[src/sv/spo2_pkg.sv]
// Shared types and constants for the SpO2 / heart-rate estimator.
// No dependencies; used by every module of the block.
`timescale 1ns / 1ps

package spo2_pkg;

  localparam int MAX_SAMPLES = 128;
  localparam int SAMPLE_BITS = 18;
  localparam int IDX_BITS    = $clog2(MAX_SAMPLES);
  localparam int CNT_BITS    = IDX_BITS + 1;
  localparam int TOTAL_BITS  = SAMPLE_BITS + IDX_BITS;
  localparam int PROD_BITS   = SAMPLE_BITS + CNT_BITS;
  localparam int DEV_BITS    = PROD_BITS + IDX_BITS;
  localparam int WIDE_BITS   = 64;

  localparam int SPO2_BITS   = 7;
  localparam int RATE_BITS   = 10;
  localparam int DIVD_BITS   = 17;

  localparam logic [SPO2_BITS-1:0] SPO2_MAX  = 7'd100;
  localparam logic [SPO2_BITS-1:0] SPO2_BASE = 7'd104;
  localparam logic [10:0]          BEAT_SCALE = 11'd1500;

  typedef struct packed {
    logic [IDX_BITS-1:0] gaps;
    logic [IDX_BITS-1:0] gap_sum;
  } peak_stats_t;

  typedef struct packed {
    logic [SPO2_BITS-1:0] oxygen;
    logic                 sat_valid;
    logic [RATE_BITS-1:0] rate;
    logic                 pulse_valid;
  } result_t;

endpackage

[src/sv/spo2_dev_lane.sv]
// One deviation lane: accumulates sum |n*x - S| over a streamed window.
// Depends on spo2_pkg.
`timescale 1ns / 1ps

module spo2_dev_lane (
  input  logic                              clk,
  input  logic                              clear,
  input  logic                              vld,
  input  logic [spo2_pkg::SAMPLE_BITS-1:0]  x,
  input  logic [spo2_pkg::CNT_BITS-1:0]     n,
  input  logic [spo2_pkg::TOTAL_BITS-1:0]   total,
  output logic [spo2_pkg::DEV_BITS-1:0]     dev
);

  logic [spo2_pkg::PROD_BITS-1:0] prod;
  logic [spo2_pkg::PROD_BITS-1:0] tot_ext;
  logic [spo2_pkg::PROD_BITS-1:0] diff;

  assign prod    = spo2_pkg::PROD_BITS'(n) * spo2_pkg::PROD_BITS'(x);
  assign tot_ext = spo2_pkg::PROD_BITS'(total);
  assign diff    = (prod >= tot_ext) ? (prod - tot_ext) : (tot_ext - prod);

  always_ff @(posedge clk) begin
    if (clear) begin
      dev <= '0;
    end else if (vld) begin
      dev <= dev + spo2_pkg::DEV_BITS'(diff);
    end
  end

endmodule

[config.mk]
export PLATFORM = sky130hd
export DESIGN_NAME = spo2_dev_lane
export DESIGN_NICKNAME = d
export VERILOG_FILES = /design/src/sv/spo2_pkg.sv /design/src/sv/spo2_dev_lane.sv
export SDC_FILE = /design/constraint.sdc
export NUM_CORES = 1
export LEC_CHECK = 0
export BUFFER_PORTS_ARGS = -buffer_cell sky130_fd_sc_hd__buf_2
export CORE_UTILIZATION = 35
export DETAILED_ROUTE_END_ITERATION = 8
export PLACE_DENSITY = 0.62
export SETUP_SLACK_MARGIN = 0.4
export SYNTH_ARGS = -nofsm -noshare
export SYNTH_HDL_FRONTEND = slang
export SYNTH_SLANG_ARGS = --single-unit
[constraint.sdc]
create_clock -name clk -period 10.7 [get_ports clk]
set_clock_uncertainty 0.2 [all_clocks]
set_input_delay 0.535 -clock clk [delete_from_list [all_inputs] [get_ports clk]]
set_output_delay 0.535 -clock clk [all_outputs]
set_load 0.01 [all_outputs]
* Word level (Yosys, flattened, before mapping) *
Index checks and enable logic that the tools add are counted.
Widths: inputs -> output; s select.

storage, ports and cells
  flip-flop bits (word level) = 33
  bits of input ports = 54

operators by class
  add/subtract/negate cells = 3
  multiply operators = 1
  order comparisons = 1
  muxes and demuxes = 1

operator list
  operator        count
  $add 33x26->33  1
  $ge 26x25->1    1
  $mul 8x18->26   1
  $mux 26         1
  $sub 25x26->26  1
  $sub 26x25->26  1

* Logic depth before layout (Yosys ltp) *
  word-level depth = 4
  mapped depth = 43
  depth with buffers taken out = 39

* Least setup slack after synthesis *
No wires, ideal clock.

  path kind = input-to-reg
  from = input port n[4] in the netlist's numbering
  to = register dev[30] in the netlist's numbering
  arrival time = 8808 ps
  data required time = 10368 ps
  setup slack = 1560 ps
  stages = 39
  cells stage by stage = clkbuf_1 > and2_1 > fa_1 > fa_1 > fa_1 > fa_1 > ha_1 > clkbuf_1 > nand2_1 > nand2b_1 > a21o_1 > a21oi_1 > o21ai_0 > o31ai_1 > o21bai_1 > a21o_1 > xor2_1 > ha_1 > [3 not listed] > o2bb2ai_1 > or4b_1 > o21ai_2 > o21ai_2 > a21oi_4 > buf_6 > mux2i_1 > xnor2_1 > ha_1 > nor2b_1 > o2111ai_1 > nand3_1 > a21o_1 > a2111oi_4 > o41ai_2 > a211oi_2 > or3_1 > a21oi_1

on the way
  cells in the longest elaborated chain, start to end = 4
  elaborated cells on any way between the ends = 6
  those cells by class = 3 x add/sub; 1 x mul; 1 x order compare; 1 x mux

ends and longest elaborated chain
  element                                 RTL line             RTL
  start: declaration                      spo2_dev_lane.sv:10  input logic [spo2_pkg::CNT_BITS-1:0] n,
  $mul 8x18->26 *                         spo2_dev_lane.sv:19  assign prod = spo2_pkg::PROD_BITS'(n) * spo2_pkg::PROD_BITS'(x);
  $sub 25x26->26 (tied with other cells)  spo2_dev_lane.sv:21  assign diff = (prod >= tot_ext) ? (prod - tot_ext) : (tot_ext - prod);
  $mux 26 *                               spo2_dev_lane.sv:21
  $add 33x26->33 *                        spo2_dev_lane.sv:27  dev <= dev + spo2_pkg::DEV_BITS'(diff);
  end signal: assignment                  spo2_dev_lane.sv:27
  end: declaration                        spo2_dev_lane.sv:12  output logic [spo2_pkg::DEV_BITS-1:0] dev

Mark *: on every way between the ends. The rest lies on a longest branch, timed or not.
A chain may end at the register's enable or synchronous reset.

* Worst setup path in the final report *
  from = input port n[5] in the netlist's numbering
  to = register dev[28] in the netlist's numbering

The elaborated chain is that of the path after synthesis.

==> qor.yml <==
outcome: "complete, no violations"
worst_path_max_delay_cell: "fa_1"
ys_types: 74
crit_required_ps: 10630
start_util: 0.3586
synth-main-ff-cell: "dfxtp_1"
ys_top_cells_by_area: "fa_1, ha_1, and2_1"
tightestPinTransition_ps: 862.8
cap_violations: 0
critPathKind: "in -> reg"
cts_sinks: 33
dieHeight_um: 168.6
dp_hpwl_um: 19910
netlist_area_um2: 9718
synth_top_area_share: 0.2039
vias: 8367
drt_first_pass_iters: 5
largest_reg_flops: 33
areaGrowthSynthToFinish_pct: 9.888
synth-seq-cells: 33
grt-ovfl-total: 0
avgSynthCellArea_um2: 8.153
clk_pin_slew_ps: 50
clock_tree.htree_level_count: 2
rr_worst_depth: 12
hold_depth: 2
clock_latency_ps: 280
maxSlewViolCount: 0
cts_buffer_depth: 2
fin_crit_ps: 9673
reg_top3: "dev: 33 flops"
finalHoldViolCount: 0
nFillCells: 2848
initialDrtViolationCount: 454
grt_max_degree: 39
syn_nets: 1467
cts_buffers: 5
final_area_um2: 10680
routedWlPerCell_um: 14.78
place_area_um2: 10440
yosysMostFrequentCell: "inv_1"
grt_pass1_wl_um: 40050
grt_pass1_vias: 8132
fin_cells: 1622
slowest_delay_ps: 570
cts-root-buf: "clkbuf_16"
ys_async_sr_fraction: 0
crit_path_max_fanout: 18
fin_crit_sh: 0.9040
grt_antenna_before_repair: 0
vias_per_cell: 5.158
gp_congestion: 0.9487
rsz0062_at_grt: "false"
post-place-cells: 1608
wl_um: 23970
fin_nets: 1525
io_buffers: 86
slew-limit-headroom: 0.4248
final_layout_size_suffix_gt1_frac: 0.1048
finalSetupTns_ps: 0
ys_warn_count: 0
synth_edf_count: 0
start_kind: "input pin"
cpMostUsedCell: "fa_1"
grt_use_total: 0.1712
synth_area_leader_cell: "fa_1"
post-route-drc-count: 0
cts_tree: "done"
synth_cells: 1192
chipWidth_um: 168.6
cp-end-kind: "register"
synth_commonest_cells: "inv_1, ha_1, and2_1, fa_1, a21oi_1"
hp-class: "reg -> reg"
io_pins: 87
cp.arrival_ps: 9600
die_area_um2: 28440
setup_viol: 0
diodes: 0
core_area_um2: 27100
ys_seq_area_frac: 0.06798
rows: 60
ant_nets: 0
top_register: "dev"
maxClockFrequency_ghz: 0.1034
## worst max-delay path, delay by kind of cell
| family | cells | cell delay, ps |
|---|---|---|
| buffers and inverters | 5 | 580 |
| adder cells (fa/ha/maj) | 7 | 3160 |
| multiplexers | 1 | 200 |
| XOR/XNOR | 2 | 330 |
| AO/OA/AOI/OAI | 15 | 3350 |
| AND/OR/NAND/NOR | 8 | 1420 |
## area by class of cell
cell class | count | area [um^2] | share of cell area
inverter | 151 | 566.8 | 0.05308
tap | 372 | 465.4 | 0.04359
timing repair buffer | 94 | 505.5 | 0.04733
multi-input combinational | 965 | 8320 | 0.7791
clock buffer | 5 | 125.1 | 0.01172
clock inverter | 2 | 35.03 | 0.003281
sequential | 33 | 660.6 | 0.06186
## logic make-up after synthesis
| kind of cell | after synthesis | share of synthesized area |
|---|---|---|
| and+or+nand+nor | 349 | 0.1871 |
| AOI/OAI and AO/OA | 291 | 0.2077 |
| adders and majority gates | 221 | 0.3610 |
| buffers and inverters | 194 | 0.07699 |
| xor gates and xnor gates | 63 | 0.05678 |
| muxes | 41 | 0.04249 |
| DFF | 33 | 0.06798 |
## timing repair
| item | CTS | global route |
|---|---|---|
| setup buffers | 0 | 7 |
| gates resized for setup | 0 | 4 |
| setup endpoints to repair | 0 | 17 |
| hold buffers | 0 | 0 |
## final timing paths
check             to  slack, ps     from
max          dev[28]       1030     n[5]
min          dev[32]        290  dev[32]
max reg2reg  dev[32]       7470   dev[0]
min reg2reg  dev[32]        290  dev[32]
## placed cells by master, fill, tap and decap left out, types with 21 or more instances in the layout
cell type  netlist  layout
a21o_1          55      55
inv_1          151     151
mux2i_1         39      39
buf_2            3      85
dfxtp_1         33      33
and2_1         113     113
fa_1            99      99
xor2_1          21      21
o21ai_0         42      42
nand2_1         83      83
a21oi_1         85      85
nor2_1          65      65
ha_1           122     122
xnor2_1         42      42
## metal layers
| metal | part of all wire | global-route usage | vias to the layer above |
|---|---|---|---|
| met5 | 0 | 0 | - |
| met4 | 0.0083 | 0.02372 | 0 |
| met3 | 0.041 | 0.01917 | 21 |
| met2 | 0.49 | 0.2935 | 164 |
| met1 | 0.46 | 0.2361 | 4019 |
| li1 | - | - | 4163 |
## stage by stage
stage | setup WS [ps] | utilization | hold slack (ps)
2_1_floorplan | 1560 | - | 302.3
6_report | 1027 | 0.3940 | 293.5
4_1_cts | 529.3 | 0.3911 | 296.3
5_1_grt | 411.2 | 0.3940 | 326.2
3_5_place_dp | 284.2 | 0.3852 | 286.8
3_3_place_gp | 410.0 | 0.3852 | 275.4
Power is not shown: default switching activity piles up to over one toggle a cycle in this logic, so the estimate is an artifact.
