--- src/sv/spo2_pkg.sv ---
// Shared types and constants for the SpO2 / heart-rate estimator.
// No dependencies; used by every module of the block.
`timescale 1ns / 1ps

package spo2_pkg;

  localparam int MAX_SAMPLES = 128;
  localparam int SAMPLE_BITS = 18;
  localparam int IDX_BITS    = $clog2(MAX_SAMPLES);
  localparam int CNT_BITS    = IDX_BITS + 1;
  localparam int TOTAL_BITS  = SAMPLE_BITS + IDX_BITS;
  localparam int PROD_BITS   = SAMPLE_BITS + CNT_BITS;
  localparam int DEV_BITS    = PROD_BITS + IDX_BITS;
  localparam int WIDE_BITS   = 64;

  localparam int SPO2_BITS   = 7;
  localparam int RATE_BITS   = 10;
  localparam int DIVD_BITS   = 17;

  localparam logic [SPO2_BITS-1:0] SPO2_MAX  = 7'd100;
  localparam logic [SPO2_BITS-1:0] SPO2_BASE = 7'd104;
  localparam logic [10:0]          BEAT_SCALE = 11'd1500;

  typedef struct packed {
    logic [IDX_BITS-1:0] gaps;
    logic [IDX_BITS-1:0] gap_sum;
  } peak_stats_t;

  typedef struct packed {
    logic [SPO2_BITS-1:0] oxygen;
    logic                 sat_valid;
    logic [RATE_BITS-1:0] rate;
    logic                 pulse_valid;
  } result_t;

endpackage

--- src/sv/spo2_merge.sv ---
// Merge stage: ratio-of-ratios SpO2 search and peak-interval rate divide.
// Depends on spo2_pkg.
`timescale 1ns / 1ps

module spo2_merge (
  input  logic                             clk,
  input  logic                             rst,
  input  logic                             start,
  input  logic [spo2_pkg::DEV_BITS-1:0]    d_ir,
  input  logic [spo2_pkg::DEV_BITS-1:0]    d_red,
  input  logic [spo2_pkg::TOTAL_BITS-1:0]  s_ir,
  input  logic [spo2_pkg::TOTAL_BITS-1:0]  s_red,
  input  spo2_pkg::peak_stats_t            stats,
  output logic                             done,
  output spo2_pkg::result_t                result
);

  typedef enum logic [5:0] {
    M_IDLE   = 6'b000001,
    M_MUL    = 6'b000010,
    M_SCALE  = 6'b000100,
    M_SEARCH = 6'b001000,
    M_DIV    = 6'b010000,
    M_FIN    = 6'b100000
  } mstate_t;

  mstate_t state;

  logic [spo2_pkg::DEV_BITS-1:0]   di, dr;
  logic [spo2_pkg::TOTAL_BITS-1:0] si, sr;
  logic [spo2_pkg::WIDE_BITS-1:0]  num_p, den, num, m;
  logic [spo2_pkg::SPO2_BITS-1:0]  k;
  logic [spo2_pkg::DIVD_BITS-1:0]  quo;
  logic [spo2_pkg::IDX_BITS-1:0]   rem, divisor;
  logic [4:0]                      bits_left;
  logic [spo2_pkg::IDX_BITS:0]     trial;

  assign trial = {rem, quo[spo2_pkg::DIVD_BITS-1]};

  always_ff @(posedge clk) begin
    if (rst) begin
      state <= M_IDLE;
      done  <= 1'b0;
    end else begin
      done <= (state == M_FIN);
      unique case (state)
        M_IDLE: begin
          if (start) begin
            di <= d_ir; dr <= d_red; si <= s_ir; sr <= s_red;
            divisor <= stats.gap_sum;
            quo <= spo2_pkg::DIVD_BITS'(spo2_pkg::BEAT_SCALE) *
                   spo2_pkg::DIVD_BITS'(stats.gaps);
            rem <= '0;
            bits_left <= 5'(spo2_pkg::DIVD_BITS);
            if (d_ir == '0 || s_red == '0) begin
              result <= '0;
              state  <= M_FIN;
            end else begin
              result.pulse_valid <= (stats.gaps != '0);
              result.sat_valid   <= 1'b1;
              state <= M_MUL;
            end
          end
        end
        M_MUL: begin
          num_p <= spo2_pkg::WIDE_BITS'(dr) * spo2_pkg::WIDE_BITS'(si);
          den   <= spo2_pkg::WIDE_BITS'(sr) * spo2_pkg::WIDE_BITS'(di);
          state <= M_SCALE;
        end
        M_SCALE: begin
          // 17*num, and the threshold for k = 100 is 4*den
          num   <= (num_p << 4) + num_p;
          m     <= den << 2;
          k     <= spo2_pkg::SPO2_MAX;
          state <= M_SEARCH;
        end
        M_SEARCH: begin
          if (num <= m) begin
            result.oxygen <= k;
            state <= M_DIV;
          end else if (k == spo2_pkg::SPO2_BITS'(1)) begin
            result.oxygen <= '0;
            state <= M_DIV;
          end else begin
            k <= k - 1'b1;
            m <= m + den;
          end
        end
        M_DIV: begin
          if (trial >= {1'b0, divisor}) begin
            rem <= spo2_pkg::IDX_BITS'(trial - {1'b0, divisor});
            quo <= {quo[spo2_pkg::DIVD_BITS-2:0], 1'b1};
          end else begin
            rem <= trial[spo2_pkg::IDX_BITS-1:0];
            quo <= {quo[spo2_pkg::DIVD_BITS-2:0], 1'b0};
          end
          bits_left <= bits_left - 1'b1;
          if (bits_left == 5'd1) state <= M_FIN;
        end
        M_FIN: begin
          if (result.pulse_valid && result.sat_valid) begin
            result.rate <= quo[spo2_pkg::RATE_BITS-1:0];
          end else begin
            result.rate        <= '0;
            result.pulse_valid <= 1'b0;
          end
          state <= M_IDLE;
        end
        default: state <= M_IDLE;
      endcase
    end
  end

endmodule

--- config.mk ---
export PLATFORM = sky130hd
export DESIGN_NAME = spo2_merge
export DESIGN_NICKNAME = d
export VERILOG_FILES = /design/src/sv/spo2_pkg.sv /design/src/sv/spo2_merge.sv
export SDC_FILE = /design/constraint.sdc
export NUM_CORES = 2
export LEC_CHECK = 0
export BUFFER_PORTS_ARGS = -buffer_cell sky130_fd_sc_hd__clkbuf_2
export CAP_MARGIN = 20
export CORE_MARGIN = 2
export CORE_UTILIZATION = 55
export DETAILED_ROUTE_END_ITERATION = 6
export GPL_TIMING_DRIVEN = 0
export PLACE_DENSITY = 0.72
export SLEW_MARGIN = 20
export SYNTH_ARGS = -nofsm -noshare
export SYNTH_HDL_FRONTEND = slang
export SYNTH_SLANG_ARGS = --single-unit
--- constraint.sdc ---
create_clock -name clk -period 18.1 [get_ports clk]
set_input_delay 1.81 -clock clk [delete_from_list [all_inputs] [get_ports clk]]
set_output_delay 1.81 -clock clk [all_outputs]
set_load 0.01 [all_outputs]
Word level (Yosys, flattened, before mapping):

Index checks and enable logic that the tools add are counted.

* multiplexer cells: 31
* multiply operators: 3
* order comparisons: 2
* eq/ne operators: 15
* reduce and logical (&&, ||, !) cells: 18
* add/subtract/negate cells: 5
* bitwise operators: 1

Operator list (count)
* 2-to-1 mux 64 bit: 2
* one-hot mux 64 bit (2 select lines): 1
* adder 64 x 58 -> 64 bit: 1
* <= comparator 64 bit: 1
* adder 62 x 58 -> 63 bit: 1
* multiplier 25 x 33 -> 58 bit: 1
* multiplier 33 x 25 -> 58 bit: 1
* 2-to-1 mux 7 bit: 7
* one-hot mux 7 bit (2 select lines): 3
* one-hot mux 17 bit (2 select lines): 1
* logical NOT 33 bit: 1
* 2-to-1 mux 6 bit: 5
* one-hot mux 6 bit (5 select lines): 1
* logical NOT 25 bit: 1
* one-hot mux 11 bit (2 select lines): 1
* 2-to-1 mux 10 bit: 2
* 2-to-1 mux 19 bit: 1
* 2-to-1 mux 17 bit: 1
* multiplier 9 x 7 -> 15 bit (first input constant): 1
* != test 2 bit (second input constant): 6
* AND reduction 4 bit: 3
* one-hot mux 5 bit (2 select lines): 1
* AND reduction 3 bit: 3
* greater-or-equal comparator 8 x 7 -> 1 bit: 1
* other kinds (21): 28

* bits in registers: 429
* input bits: 133
* word-level logic and storage cells: 94
* output and inout port bits: 20

Depth between registers and ports, before layout:

* word-level depth: 5
* mapped depth: 28
* depth with buffers taken out: 26

Least setup slack after synthesis:

Ideal clock, no wire load.

* path kind: input to register
* start: in rst
* end: reg den[0] (netlist bit) (enable)
* library setup time: 874 ps
* stages: 1
* required time: 17226 ps
* slack: 4421 ps
* arrival time: 12805 ps
* buffers on the path: 0
* cell sequence: nor4_1

* longest elaborated chain between the ends: 2

RTL lines
* start: declaration: line spo2_merge.sv:7 `input logic rst,`
* inverter 1 bit (no source line)
* AND reduction 2 bit (no source line)
* end signal: assignment: line spo2_merge.sv:67 `den <= spo2_pkg::WIDE_BITS'(sr) * spo2_pkg::WIDE_BITS'(di);`
* end: declaration: line spo2_merge.sv:31 `logic [spo2_pkg::WIDE_BITS-1:0] num_p, den, num, m;`

Every way passes these cells.
A chain may end at the register's enable or synchronous reset.

Worst setup path after layout:

* start: reg dr[17] (netlist bit)
* end: reg num_p[54] (netlist bit) (data pin)

* longest elaborated chain between the ends: 1

RTL lines
* start: declaration: line spo2_merge.sv:29 `logic [spo2_pkg::DEV_BITS-1:0] di, dr;`
* start signal: assignment: line spo2_merge.sv:49 `di <= d_ir; dr <= d_red; si <= s_ir; sr <= s_red;`
* multiplier 33 x 25 -> 58 bit: line spo2_merge.sv:66 `num_p <= spo2_pkg::WIDE_BITS'(dr) * spo2_pkg::WIDE_BITS'(si);`
* end signal: assignment: line spo2_merge.sv:66
* end: declaration: line spo2_merge.sv:31

Every way passes these cells.

==> results.ini <==
[timing]
drv_slew=0
skew_ns=0.0564
worst_pin_slew_ns=1.21
slew_headroom_pct=19.6
rsz0062_at_grt=no
fin_ws_ns=8.43
finalHoldViolations=0
fmax_mhz=103
post-route-min-period_ns=9.67
finalSetupViolations=0
finalCritPeriodShare_pct=53.4

[global_routing]
busiest_layer=met2
grt_use_met3_pct=6.78
grt_overflow_total=0
grt_max_degree=30
grt.met1_usage_pct=44.0
grt_pass1_wl_um=371000
grt_usage_pct=34.9
gr-usage-met2_pct=55.6
antenna_found_initial=20
grt_pass1_vias=61898

[clock_tree]
htree_levels=2
worstSkewPairLatency_ns=0.70
tritoncts_num_sinks=428
clk_pin_slew_worst_paths_ns=0.06
post-cts-setup-buffer-count=0
cts.path.max_buffers=3
clockRootBuffer=clkbuf_16
numCtsBuffers=51
cts_resized=0
cts_hold_buf=0
cts_tree=yes

[worst_hold_path]
hp-class=flop to flop
hold_depth=0

[placed_design]
dpl_worst_slack_ns=8.57
gp_congestion=1.04
place_hpwl_um=204000
place.port_buffers=152

[routing]
drt_first_pass_iters=6
ant_nets=0
dr_total_vias=58845
drcViolationCount=0
drtIter0Drc=5029
routed_wl_um=245000
drt-wirelength-per-cell_um=23.7
viasPerCell=5.70

[job]
drv_cap=0

[yosys]
synthDistinctLibCells=82
syn_nets=10338
synth-seq-area-share_pct=16.6
synth_seq_cells=428
synth_area_um2=77200
yosysTopAreaCell=fa_1
yosysWarnings=0
syn_inst=8154
async_flop_share_pct=0
synth-edff-count=421
yosys.area.top_type_share_pct=37.4
syn_area_per_cell_um2=9.46
ys.flop_type=edfxtp_1
yosys-top-cells-area=fa_1, edfxtp_1, ha_1, inv_1, and2_1

[die]
dieHeight_um=379
die-area_um2=143000
ios=153
fp-row-count=137
die_x_um=379
start_util_pct=55.4
core_um2=139000

[worst_setup_path]
criticalPathCategory=flop to flop
reg2reg_depth=26
max_stage_delay_ns=0.87
crit_top_cell=fa_1
crit_path_max_fanout=10
arrival_ns=10.09
cp_slowest_cell=a211oi_1
startpoint_type=flop
end_kind=flop
crit_required_ns=18.52

[finish]
nNetsFinal=10575
area_delta_synth_final_pct=6.84
drive_gt1_share_pct=3.65
nFillCells=12268

[run_status]
status=complete, no violations

==> kinds of logic (layout without fill, tap and decap cells) <==
| family | after synthesis | in the layout | share of synthesized area [%] |
|---|---|---|---|
| AOI/OAI and AO/OA | 888 | 888 | 7.31 |
| xor gates and xnor gates | 229 | 229 | 2.60 |
| adders and majority gates | 2051 | 2051 | 47.3 |
| buffers and inverters | 2070 | 2348 | 10.1 |
| DFF | 428 | 428 | 16.6 |
| muxes | 2 | 2 | 0.0259 |
| other | 0 | 17 | 0 |
| and+or+nand+nor | 2486 | 2486 | 16.1 |
==> synthesized netlist by cell type, drive strengths merged (6+ instances only) <==
library cell	count
buf	7
nand4	76
edfxtp	421
o211ai	17
o2111ai	9
a21oi	280
o21bai	40
or4	6
or3	12
dfxtp	7
xnor2	157
nand3	65
nand2	1026
ha	609
o311ai	7
or2	8
nor4	26
a221oi	9
nor2	180
nor3	57
o21a	26
nor2b	32
xor2	72
a41oi	7
a21boi	13
and3	41
clkbuf	366
a21o	132
and2	908
fa	1442
a211oi	28
a31oi	36
nand3b	9
nand2b	23
o21ai	203
inv	1697
o31ai	16
==> cell usage in the layout (no fill, tap or decap), types with 56 or more instances in the layout <==
master,synthesis,layout
nand3_1,65,65
a21o_1,131,131
fa_1,1442,1442
edfxtp_1,421,421
clkbuf_2,0,155
xor2_1,72,72
nor2_1,180,178
xnor2_1,157,157
and2_1,907,907
o21ai_0,194,194
nand2_1,1026,1026
inv_1,1697,1697
ha_1,609,609
clkbuf_1,366,367
a21oi_1,280,278
nor3_1,56,56
nand4_1,76,76
==> routing by layer <==
layer  routed length (um)  share of wire (%)
met2               112000                 46
met4                18100                7.4
met1                92900                 38
met5                   21             0.0086
met3                21700                8.8
==> area by class of cell <==
type,count,area (um2),area share [%]
clock inverter,37,390,0.474
antenna,17,42.5,0.0516
inverter,1697,6370,7.73
buffer,373,1410,1.71
sequential,428,12800,15.5
timing repair buffer,184,1120,1.35
clock buffer,57,1320,1.60
multi-input combinational,5656,56700,68.7
tap,1876,2350,2.85
==> critical path, delay by kind of cell (launching register included) <==
family / cells / cell delay (ns)
fa+ha+maj: 8 / 3.94
compound gates: 6 / 2.13
buf+inv: 8 / 1.32
simple gates: 3 / 0.81
flops: 1 / 0.71
xor+xnor: 1 / 0.48
==> flip-flops by register name (all words and copies together) (netlist names) <==
signal and flops:
dr 33, bits_left 5, sr 25, divisor 7, num 63, si 25, quo 17, rem 7
di 33, m 64, state 6, result 19, num_p 58, den 58, k 7, done 1
==> worst paths after layout <==
path / end / start / slack (ns)
hold / removal: num[0]$_DFFE_PP_ / num_p[0]$_DFFE_PP_ / 0.47
setup reg to reg: num_p[54]$_DFFE_PP_ / dr[17]$_DFFE_PP_ / 8.43
hold reg to reg: num[0]$_DFFE_PP_ / num_p[0]$_DFFE_PP_ / 0.47
setup / recovery: num_p[54]$_DFFE_PP_ / dr[17]$_DFFE_PP_ / 8.43
==> through the flow <==
stage               util, %  instances  setup TNS (ns)  hold slack (ns)  area (um2)
finish                 59.2      10325               0            0.471       82400
floorplan                 -       8154               0            0.433       77200
global route           59.1      10312               0            0.493       82400
global placement       57.6      10182          -48.12            0.446       80300
detailed placement     57.9      10213               0            0.456       80700
CTS                    59.1      10307               0            0.475       82400
Power is left out: the tool's default activity adds up to more than one toggle a clock period on the data nets, which glitch-free logic cannot reach.
