File: config.mk
export PLATFORM = sky130hd
export DESIGN_NAME = spo2_peak_track
export DESIGN_NICKNAME = d
export VERILOG_FILES = /design/src/sv/spo2_pkg.sv /design/src/sv/spo2_peak_track.sv
export SDC_FILE = /design/constraint.sdc
export NUM_CORES = 1
export LEC_CHECK = 0
export ABC_AREA = 1
export BUFFER_PORTS_ARGS = -buffer_cell sky130_fd_sc_hd__buf_4
export CAP_MARGIN = 20
export CORE_ASPECT_RATIO = 0.6
export CORE_MARGIN = 5
export CORE_UTILIZATION = 40
export DETAILED_ROUTE_END_ITERATION = 7
export PLACE_DENSITY_LB_ADDON = 0.1
export SLEW_MARGIN = 40
export SYNTH_ARGS = -nofsm -noshare
export SYNTH_HDL_FRONTEND = slang
export SYNTH_SLANG_ARGS = --single-unit
File: constraint.sdc
create_clock -name clk -period 11.8 [get_ports clk]
set_input_delay 1.18 -clock clk [delete_from_list [all_inputs] [get_ports clk]]
set_output_delay 1.18 -clock clk [all_outputs]
set_load 0.01 [all_outputs]
File: src/sv/spo2_pkg.sv
// Shared types and constants for the SpO2 / heart-rate estimator.
// No dependencies; used by every module of the block.
`timescale 1ns / 1ps

package spo2_pkg;

  localparam int MAX_SAMPLES = 128;
  localparam int SAMPLE_BITS = 18;
  localparam int IDX_BITS    = $clog2(MAX_SAMPLES);
  localparam int CNT_BITS    = IDX_BITS + 1;
  localparam int TOTAL_BITS  = SAMPLE_BITS + IDX_BITS;
  localparam int PROD_BITS   = SAMPLE_BITS + CNT_BITS;
  localparam int DEV_BITS    = PROD_BITS + IDX_BITS;
  localparam int WIDE_BITS   = 64;

  localparam int SPO2_BITS   = 7;
  localparam int RATE_BITS   = 10;
  localparam int DIVD_BITS   = 17;

  localparam logic [SPO2_BITS-1:0] SPO2_MAX  = 7'd100;
  localparam logic [SPO2_BITS-1:0] SPO2_BASE = 7'd104;
  localparam logic [10:0]          BEAT_SCALE = 11'd1500;

  typedef struct packed {
    logic [IDX_BITS-1:0] gaps;
    logic [IDX_BITS-1:0] gap_sum;
  } peak_stats_t;

  typedef struct packed {
    logic [SPO2_BITS-1:0] oxygen;
    logic                 sat_valid;
    logic [RATE_BITS-1:0] rate;
    logic                 pulse_valid;
  } result_t;

endpackage

File: src/sv/spo2_peak_track.sv
// Peak lane: finds strict local IR maxima above the mean in a streamed
// window and keeps interval count and sum. Depends on spo2_pkg.
`timescale 1ns / 1ps

module spo2_peak_track (
  input  logic                              clk,
  input  logic                              clear,
  input  logic                              vld,
  input  logic [spo2_pkg::SAMPLE_BITS-1:0]  x,
  input  logic [spo2_pkg::CNT_BITS-1:0]     n,
  input  logic [spo2_pkg::TOTAL_BITS-1:0]   total,
  output spo2_pkg::peak_stats_t             stats
);

  logic [spo2_pkg::SAMPLE_BITS-1:0] mid;
  logic [spo2_pkg::SAMPLE_BITS-1:0] left;
  logic [spo2_pkg::CNT_BITS-1:0]    seen;
  logic [spo2_pkg::IDX_BITS-1:0]    prev_peak;
  logic                             have_peak;
  logic [spo2_pkg::PROD_BITS-1:0]   scaled;
  logic [spo2_pkg::IDX_BITS-1:0]    cand_idx;
  logic                             is_peak;

  assign scaled   = spo2_pkg::PROD_BITS'(n) * spo2_pkg::PROD_BITS'(mid);
  assign cand_idx = spo2_pkg::IDX_BITS'(seen - 1'b1);
  assign is_peak  = (seen >= spo2_pkg::CNT_BITS'(2)) && (mid > left) && (mid > x) &&
                    (scaled > spo2_pkg::PROD_BITS'(total));

  always_ff @(posedge clk) begin
    if (clear) begin
      seen          <= '0;
      have_peak     <= 1'b0;
      stats.gaps    <= '0;
      stats.gap_sum <= '0;
    end else if (vld) begin
      left <= mid;
      mid  <= x;
      seen <= seen + 1'b1;
      if (is_peak) begin
        if (have_peak) begin
          stats.gap_sum <= stats.gap_sum + (cand_idx - prev_peak);
          stats.gaps    <= stats.gaps + 1'b1;
        end
        have_peak <= 1'b1;
        prev_peak <= cand_idx;
      end
    end
  end

endmodule

# Yosys cells after proc, flatten, opt, wreduce, memory -nomap -nowiden
# Cells that the tools add are included.
# op_classes
n_lt_le_gt_ge	4
n_reduce_logical	7
n_bitwise	1
multipliers	1
add_sub_neg	5
# ops
cell	count
$gt A18 B18 Y1	2
$gt A26 B25 Y1	1
$mul A8 B18 Y26	1
$add A8 B1 Y8 const B	1
$ge A8 B2 Y1 const B	1
$add A7 B1 Y7 const B	1
$add A7 B7 Y7	1
$sub A7 B1 Y7 const B	1
$sub A7 B7 Y7	1
$reduce_and A3 Y1	2
$reduce_and A2 Y1	2
$logic_and A1 B1 Y1	3
$not A1 Y1	1
# totals
ff_bits	66
elab_cells	25

# Longest topological paths before layout
# Gate-level depths: netlist (run 1).
# logic_depth
word_depth	5
depth_mapped	35

# Least setup slack after synthesis (run 1)
# OpenSTA, ideal clock, no wires.
# synth_path
path_kind	input port to flip-flop
startpoint	input port n[7] (netlist bit)
endpoint	register prev_peak[0] (netlist bit), enable pin
path_stages	29
setup_slack_ns	4.496
arrival_time_ns	6.944
setup_ns	0.360
path_cell_list	clkbuf_1 -> clkbuf_1 -> nand2_1 -> fa_1 -> fa_1 -> inv_1 -> fa_1 -> inv_1 -> fa_1 -> inv_1 -> ha_1 -> inv_1 -> nor3_1 -> nand2_1 -> o211ai_1 -> a21boi_0 -> o21ai_0 -> a21o_1 -> nand2_1 -> nand3_1 -> nand2_1 -> ha_1 -> nand3_1 -> nor2_1 -> inv_1 -> o211ai_2 -> buf_4 -> nand2_1 -> nor2_1
# synth_between
elab_chain_len	4
# synth_rtl
element	line_no	rtl
start: declaration	spo2_peak_track.sv:10	input logic [spo2_pkg::CNT_BITS-1:0] n,
$mul A8 B18 Y26	spo2_peak_track.sv:24	assign scaled = spo2_pkg::PROD_BITS'(n) * spo2_pkg::PROD_BITS'(mid);
$gt A26 B25 Y1	spo2_peak_track.sv:27	(scaled > spo2_pkg::PROD_BITS'(total));
$logic_and A1 B1 Y1	spo2_peak_track.sv:26	assign is_peak = (seen >= spo2_pkg::CNT_BITS'(2)) && (mid > left) && (mid > x) &&
$reduce_and A3 Y1 (no line)	-	
end signal: assignment	spo2_peak_track.sv:45	prev_peak <= cand_idx;
end: declaration	spo2_peak_track.sv:18	logic [spo2_pkg::IDX_BITS-1:0] prev_peak;
# Every way passes these cells.
# A chain may end at the register's enable or synchronous reset.

# Worst setup path after layout (run 1)
# layout_path
startpoint	input port n[7] (netlist bit)
endpoint	register prev_peak[3] (netlist bit), enable pin
# Same word-level chain as after synthesis.

==> results.cfg, run 1 <==
[floorplanning]
design.die.area_mm2 = 0.0265
die-width_um = 207
core_area_mm2 = 0.0230
initial_utilization_pct = 40.4
die_h_um = 128
floorplan.rows = 43
num_io_pins = 68

[worst_hold_path]
min-delay-path-class = reg2reg
timing.hold.worst.start = have_peak
timing.hold.worst_path_depth = 2
hold_end = have_peak

[finish]
areaGrowthSynthToFinish_pct = 11.9
postLayoutCoreUtil_pct = 45.3
nets = 1526
drive_above_1_share_pct = 7.72
most_frequent_standard_cell_in_the_layout_excluding_fill_and_tap_cells = sky130_fd_sc_hd__inv_1
layout.filler_cells = 2344
antenna_cells = 0
final_cell_mix = sky130_fd_sc_hd__inv_1, sky130_fd_sc_hd__nand2_1, sky130_fd_sc_hd__ha_1

[global_route]
grt_antenna_before_repair = 0
grt_pass1_wl_mm = 37.5
grtUsageTotal_pct = 17.9
grt_start_max_net_pins = 19
first_global_vias = 7315
grt-ovfl-total = 0

[yosys]
seq_cells_post_synth = 66
postSynthNetCount = 1485
number_of_flops_mapped_to_enable_cells_by_yosys = 43
synth_sequential_area_ratio_pct = 18.9
synth_async_sr_flop_share_pct = 0
synthesis.yosys.warnings = 0
post_synth_inst_count = 1211
yosys.cell_types.count = 38
post_synth_instance_area_mm2 = 0.00929
avgSynthCellArea_um2 = 7.67
synth_top_flop_cell = sky130_fd_sc_hd__edfxtp_1

[pwr]
vdd_drop_max_v = 0.0000883
powerDensity_mw_per_mm2 = 188
p_leak_nw = 6.01

[clocking]
number_of_sinks_handled_by_clock_tree_synthesis = 66
cts.hold.buffers_added = 0
clock_tree_root_driver_cell = sky130_fd_sc_hd__clkbuf_16
h-tree-depth = 3
cts_made_buffers = 9
clock_insertion_delay_worst_skew_ps = 340
postCtsResizedCells = 0
clk_path_buf_depth = 2
cts_tree = done
cts_setup_buffers = 0
clkTransAtPathRegs_ps = 60

[critical_path]
timing.setup.critical_path_class = in2reg
critical_path.reg2reg.startpoint = mid[1]
crit_path_top_delay_cell = sky130_fd_sc_hd__fa_1
rr_worst_depth = 27
cp.buffers_inverters = 7
timing.rr.end = prev_peak[0]
worst-endpoint-arrival_ps = 7040
setup.worst_path.end_class = register
critical-path-max-stage-delay_ps = 560
cp-start-kind = input port
r2r_setup_slack_ps = 4980
cp_top_family = adder cells
critical_path_maximum_fanout = 18
cp.required_ps = 11770

[timing]
slew_violations = 0
final.setup_skew_ps = 12.4
fmax_ghz = 0.141
timing_worst_slew_pin_value_ps = 650
rsz_0062_raised_after_global_routing = no
timing_hold_violations_final = 0
maxSlewHeadroom_pct = 56.7
finalSetupTns_ps = 0
finalWorstPathRequiredPeriod_ps = 7070
setup_viol_count_final = 0
period_utilization_pct = 59.9

[placed_design]
dpl.hpwl_mm = 18.2
io_buffer_count = 67
global_placement_routability_congestion = 0.829

[routing]
detailedRoute.firstPassIterationCount = 5
post_drt_wl_per_cell_um = 14.2
dr.first_iter.drc_count = 466
via_count = 7257
detail_route.drc_violations = 0
ant_nets = 0
postRouteWirelength_mm = 22.3
routed_via_density = 4.62

[run_status]
run_status = finished clean

[flow_run]
drv_cap = 0
-- layout make-up --
type                       instances  area, µm²  share of cell area [%]
clock buffer                       9        225                    2.17
clock inverter                     7       93.8                   0.903
inverter                         355       1330                    12.8
multi-input combinational        750       6050                    58.2
sequential                        66       1750                    16.8
tap                              315        394                    3.79
timing repair buffer              70        553                    5.32
-- power by group --
| part | switching, mW | leakage (nW) | internal, mW | total [mW] |
|---|---|---|---|---|
| Sequential | 0.0199 | 0.586 | 0.256 | 0.276 |
| Combinational | 0.833 | 5.27 | 0.552 | 1.39 |
| Clock | 0.107 | 0.153 | 0.185 | 0.291 |
| Total | 0.960 | 6.01 | 0.992 | 1.95 |
-- metrics by stage --
stage	std cells	setup slack, ps	power, mW	hold WS [ps]	instance area [µm²]
after floorplan	1211	4500	1.35	424	9290
after global placement	1554	4350	1.66	452	10000
after detailed placement	1556	4300	1.68	453	10100
after CTS	1572	4660	1.98	466	10400
after global routing	1572	4120	2.24	482	10400
final	1572	4730	1.95	468	10400
-- tightest hold or removal path: cells and delay by family (launching register included) --
| kind | cells | cell delay, ps |
|---|---|---|
| flip-flops | 1 | 320 |
| AND/OR/NAND/NOR | 1 | 60 |
| AO/OA/AOI/OAI | 1 | 60 |
-- Yosys cell counts, types with 3 or more instances --
| cell | instances | share of area, % |
|---|---|---|
| sky130_fd_sc_hd__a21oi_1 | 61 | 3.3 |
| sky130_fd_sc_hd__buf_1 | 7 | 0.28 |
| sky130_fd_sc_hd__clkbuf_1 | 29 | 1.2 |
| sky130_fd_sc_hd__dfxtp_1 | 23 | 5.0 |
| sky130_fd_sc_hd__edfxtp_1 | 43 | 14 |
| sky130_fd_sc_hd__fa_1 | 102 | 22 |
| sky130_fd_sc_hd__ha_1 | 118 | 16 |
| sky130_fd_sc_hd__inv_1 | 355 | 14 |
| sky130_fd_sc_hd__nand2_1 | 274 | 11 |
| sky130_fd_sc_hd__nand3_1 | 22 | 1.2 |
| sky130_fd_sc_hd__nand4_1 | 23 | 1.5 |
| sky130_fd_sc_hd__nor2_1 | 48 | 1.9 |
| sky130_fd_sc_hd__nor2_2 | 3 | 0.20 |
| sky130_fd_sc_hd__nor3_1 | 13 | 0.70 |
| sky130_fd_sc_hd__nor4_1 | 3 | 0.20 |
| sky130_fd_sc_hd__o21ai_0 | 22 | 1.2 |
| sky130_fd_sc_hd__o21bai_1 | 3 | 0.24 |
| sky130_fd_sc_hd__xnor2_1 | 13 | 1.2 |
| sky130_fd_sc_hd__xor2_1 | 25 | 2.4 |
-- flip-flops by register name, summed over array words and instances, names as in the netlist --
signal and count:
have_peak 1, prev_peak 7, mid 18, left 18, stats 14, seen 8
-- per-layer routing --
layer	track usage, %	wire [µm]	vias up
li1	-	-	3701
met1	28.3	12000	3376
met2	25.2	8750	164
met3	3.59	1310	16
met4	3.46	201	0
met5	0	0	-
-- cells by family after synthesis --
kind of cell / after synthesis / share of synthesized area, %
flip-flops: 66 / 18.9
XOR/XNOR: 38 / 3.58
AO/OA/AOI/OAI: 96 / 5.56
adder cells (fa/ha/maj): 220 / 37.9
AND/OR/NAND/NOR: 396 / 18.0
buffers and inverters: 395 / 16.1
-- worst max-delay path by stage --
stage	cells past startpoint	end	startpoint	slack, ps
after floorplan	29	prev_peak[0]	n[7]	4500
after global placement	28	prev_peak[5]	n[7]	4350
after global routing	28	prev_peak[6]	n[7]	4120
final	28	prev_peak[3]	n[7]	4730
after CTS	28	prev_peak[0]	n[7]	4660
after detailed placement	28	prev_peak[5]	n[7]	4300
No activity file was read; power rests on OpenSTA's default activity.
==> run 2: changes to the inputs <==
- ABC_AREA: 1 -> 0
- clock period: 11.8 -> 6.95 ns (I/O delays scaled with it)
==> run 2 against run 1 <==
The run now ends with setup timing left. Sequential share of layout area is 1.7 points lower. Setup slack got worse by 4900 ps. Non-clock buffer count increased by 127. Final cell count decreased by 8.2%. Critical path type is now reg2reg. Critical endpoint is now stats[10]. Largest power group unchanged.
==> results.cfg, run 2 <==
[critical_path]
cp.buffers_inverters = 5
path_common_cell = sky130_fd_sc_hd__fa_1
crit_path_top_delay_cell = sky130_fd_sc_hd__fa_2
setup.worst_path.end_class = register
critical_path_maximum_fanout = 8
cp-start-kind = register
cp_top_family = adder cells
worst-endpoint-arrival_ps = 7390
timing.setup.critical_path_class = reg2reg
cp.required_ps = 7200
critical-path-max-stage-delay_ps = 560

[timing]
fmax_ghz = 0.140
setup_viol_count_final = 21
timing_hold_violations_final = 0
period_utilization_pct = 103
rsz_0062_raised_after_global_routing = yes
finalWorstPathRequiredPeriod_ps = 7140
postLayoutSetupSlackWorst_ps = -188
timing_worst_slew_pin_value_ps = 632
final.setup_skew_ps = 5.64
slew_violations = 0
maxSlewHeadroom_pct = 57.5

[yosys]
main_combinational_cell_family_by_area_after_synthesis = adder cells
post-synth-top-area-cell = sky130_fd_sc_hd__fa_1
synth_async_sr_flop_share_pct = 0
synthesis.yosys.warnings = 0
synth_xor_xnor_area_share_pct = 3.24
most_common_cell_in_the_netlist = sky130_fd_sc_hd__inv_1
post_synth_instance_area_mm2 = 0.00891
synth_top_flop_cell = sky130_fd_sc_hd__edfxtp_1
yosys.area_share.adder_pct = 39.5
fraction_of_the_mapped_netlist_area_in_compound_gates_pct = 9.82
seq_cells_post_synth = 66
postSynthNetCount = 1235
synth_mux_area_share_pct = 0.787
number_of_flops_mapped_to_enable_cells_by_yosys = 43
cell_types_with_the_highest_counts_after_synthesis = sky130_fd_sc_hd__inv_1, sky130_fd_sc_hd__ha_1, sky130_fd_sc_hd__and2_1
post_synth_inst_count = 961
synth_area_in_simple_gates_pct = 17.8
synth_top_cell_area_share_pct = 22.9
avgSynthCellArea_um2 = 9.27
yosys.cell_types.count = 66
post_synth_main_area_contributors = sky130_fd_sc_hd__fa_1, sky130_fd_sc_hd__ha_1, sky130_fd_sc_hd__edfxtp_1
synth_sequential_area_ratio_pct = 19.7

[clocking]
clock_insertion_delay_worst_skew_ps = 320
clock_tree_root_driver_cell = sky130_fd_sc_hd__clkbuf_16
clkTransAtPathRegs_ps = 50
clk_path_buf_depth = 2
number_of_sinks_handled_by_clock_tree_synthesis = 66
cts_tree = done
h-tree-depth = 3
cts_made_buffers = 9

[pwr]
cellInternalPower_mw = 2.34
vdd_drop_max_v = 0.000191
pwr-share-comb_pct = 77.9
powerDensity_mw_per_mm2 = 364
power.share.clock_pct = 11.4
power.share.sequential_pct = 10.7
power.switching_fraction_pct = 44.4
p_leak_nw = 5.62
netSwitchingPower_mw = 1.86

[placed_design]
global_placement_routability_congestion = 0.838
numPlacedInstances = 1397
dp_slack_ps = -859
io_buffer_count = 67
dpl.hpwl_mm = 18.4

[routing]
detail_route.drc_violations = 0
postRouteWirelength_mm = 21.9
detailedRoute.firstPassIterationCount = 5
dr.first_iter.drc_count = 336
ant_nets = 0
via_count = 7035
post_drt_wl_per_cell_um = 15.2
routed_via_density = 4.88

[global_route]
grt_start_max_net_pins = 26
grt_antenna_before_repair = 0
grt-ovfl-total = 0
grt_pass1_wl_mm = 36.2
grtUsageTotal_pct = 17.5
first_global_vias = 6942

[finish]
final_cell_mix = sky130_fd_sc_hd__inv_1, sky130_fd_sc_hd__buf_4, sky130_fd_sc_hd__and2_1, sky130_fd_sc_hd__ha_1, sky130_fd_sc_hd__fa_1
biggestRegsByFlops = left (18), mid (18), stats (14)
drive_above_1_share_pct = 25.7
nets = 1426
most_frequent_standard_cell_in_the_layout_excluding_fill_and_tap_cells = sky130_fd_sc_hd__inv_1
antenna_cells = 0
areaGrowthSynthToFinish_pct = 29.5
stdcell_count = 1443
layout.filler_cells = 2058

[worst_hold_path]
min-delay-path-class = reg2reg

[floorplanning]
die-width_um = 203
num_io_pins = 68
design.die.area_mm2 = 0.0255
core_area_mm2 = 0.0220
die_h_um = 126
floorplan.rows = 42
initial_utilization_pct = 40.6

[run_status]
violated_checks = setup timing
run_status = complete, but fails checks

[flow_run]
drv_cap = 0
-- run 2: worst register-to-register path: cells and delay by family (launching register included) --
family | cells | cell delay [ps]
compound gates | 9 | 1790
xor+xnor | 1 | 130
fa+ha+maj | 6 | 2590
flops | 1 | 500
simple gates | 9 | 1480
buf+inv | 5 | 580
-- run 2: worst paths after layout --
kind | from | end | slack, ps | depth (start not counted)
max | mid[6] | stats[10] | -190 | 30
min | stats[6] | stats[6] | 480 | 2
max reg2reg | mid[6] | stats[10] | -190 | 30
min reg2reg | stats[6] | stats[6] | 480 | 2
-- run 2: kinds of logic after synthesis --
group,Yosys count
compound gates,131
flops,66
simple gates,292
xor+xnor,33
fa+ha+maj,220
mux,7
buf+inv,212
-- run 2: cell type report --
| cell class | instances | area (µm²) | area share, % |
|---|---|---|---|
| clock buffers | 11 | 233 | 2.02 |
| clock inverters | 5 | 78.8 | 0.683 |
| inverters | 195 | 732 | 6.34 |
| multi-input cells | 683 | 6800 | 58.9 |
| flip-flops and latches | 66 | 1750 | 15.2 |
| well taps | 286 | 358 | 3.10 |
| repair buffers | 197 | 1590 | 13.8 |
-- run 2: per-layer routing --
layer	track usage [%]	wire length, µm	up-vias
li1	-	-	3501
met1	29.6	12300	3418
met2	23.6	8600	112
met3	3.23	1020	4
met4	1.12	29	0
met5	0	0	-
-- run 2: what timing repair did --
| item | CTS | global route |
|---|---|---|
| endpoints found under the setup margin | 22 | 22 |
| resized for setup | 71 | 31 |
| hold buffers | 0 | 0 |
| pin swaps | 59 | 21 |
| buffers inserted | 18 | 15 |
-- run 2: power groups by stage --
stage | combinational, mW | sequential, mW | clock [mW]
4_1_cts | 3.13 | 0.451 | 0.486
3_3_place_gp | 2.76 | 0.460 | 0
2_1_floorplan | 1.86 | 0.457 | 0
3_5_place_dp | 2.77 | 0.459 | 0
6_report | 3.27 | 0.450 | 0.477
5_1_grt | 3.71 | 0.452 | 0.507
-- run 2: stage by stage --
step           util, %  cell area, µm²  power (mW)  TNS [ps]  hold WS, ps
4_1_cts           51.4           11300        4.07     -1870          489
2_1_floorplan        -            8970        2.32         0          437
6_report          52.5           11500        4.20     -2640          479
5_1_grt           52.5           11500        4.67     -8470          506
3_5_place_dp      47.9           10500        3.23    -16550          459
3_3_place_gp      47.7           10500        3.22    -13260          447
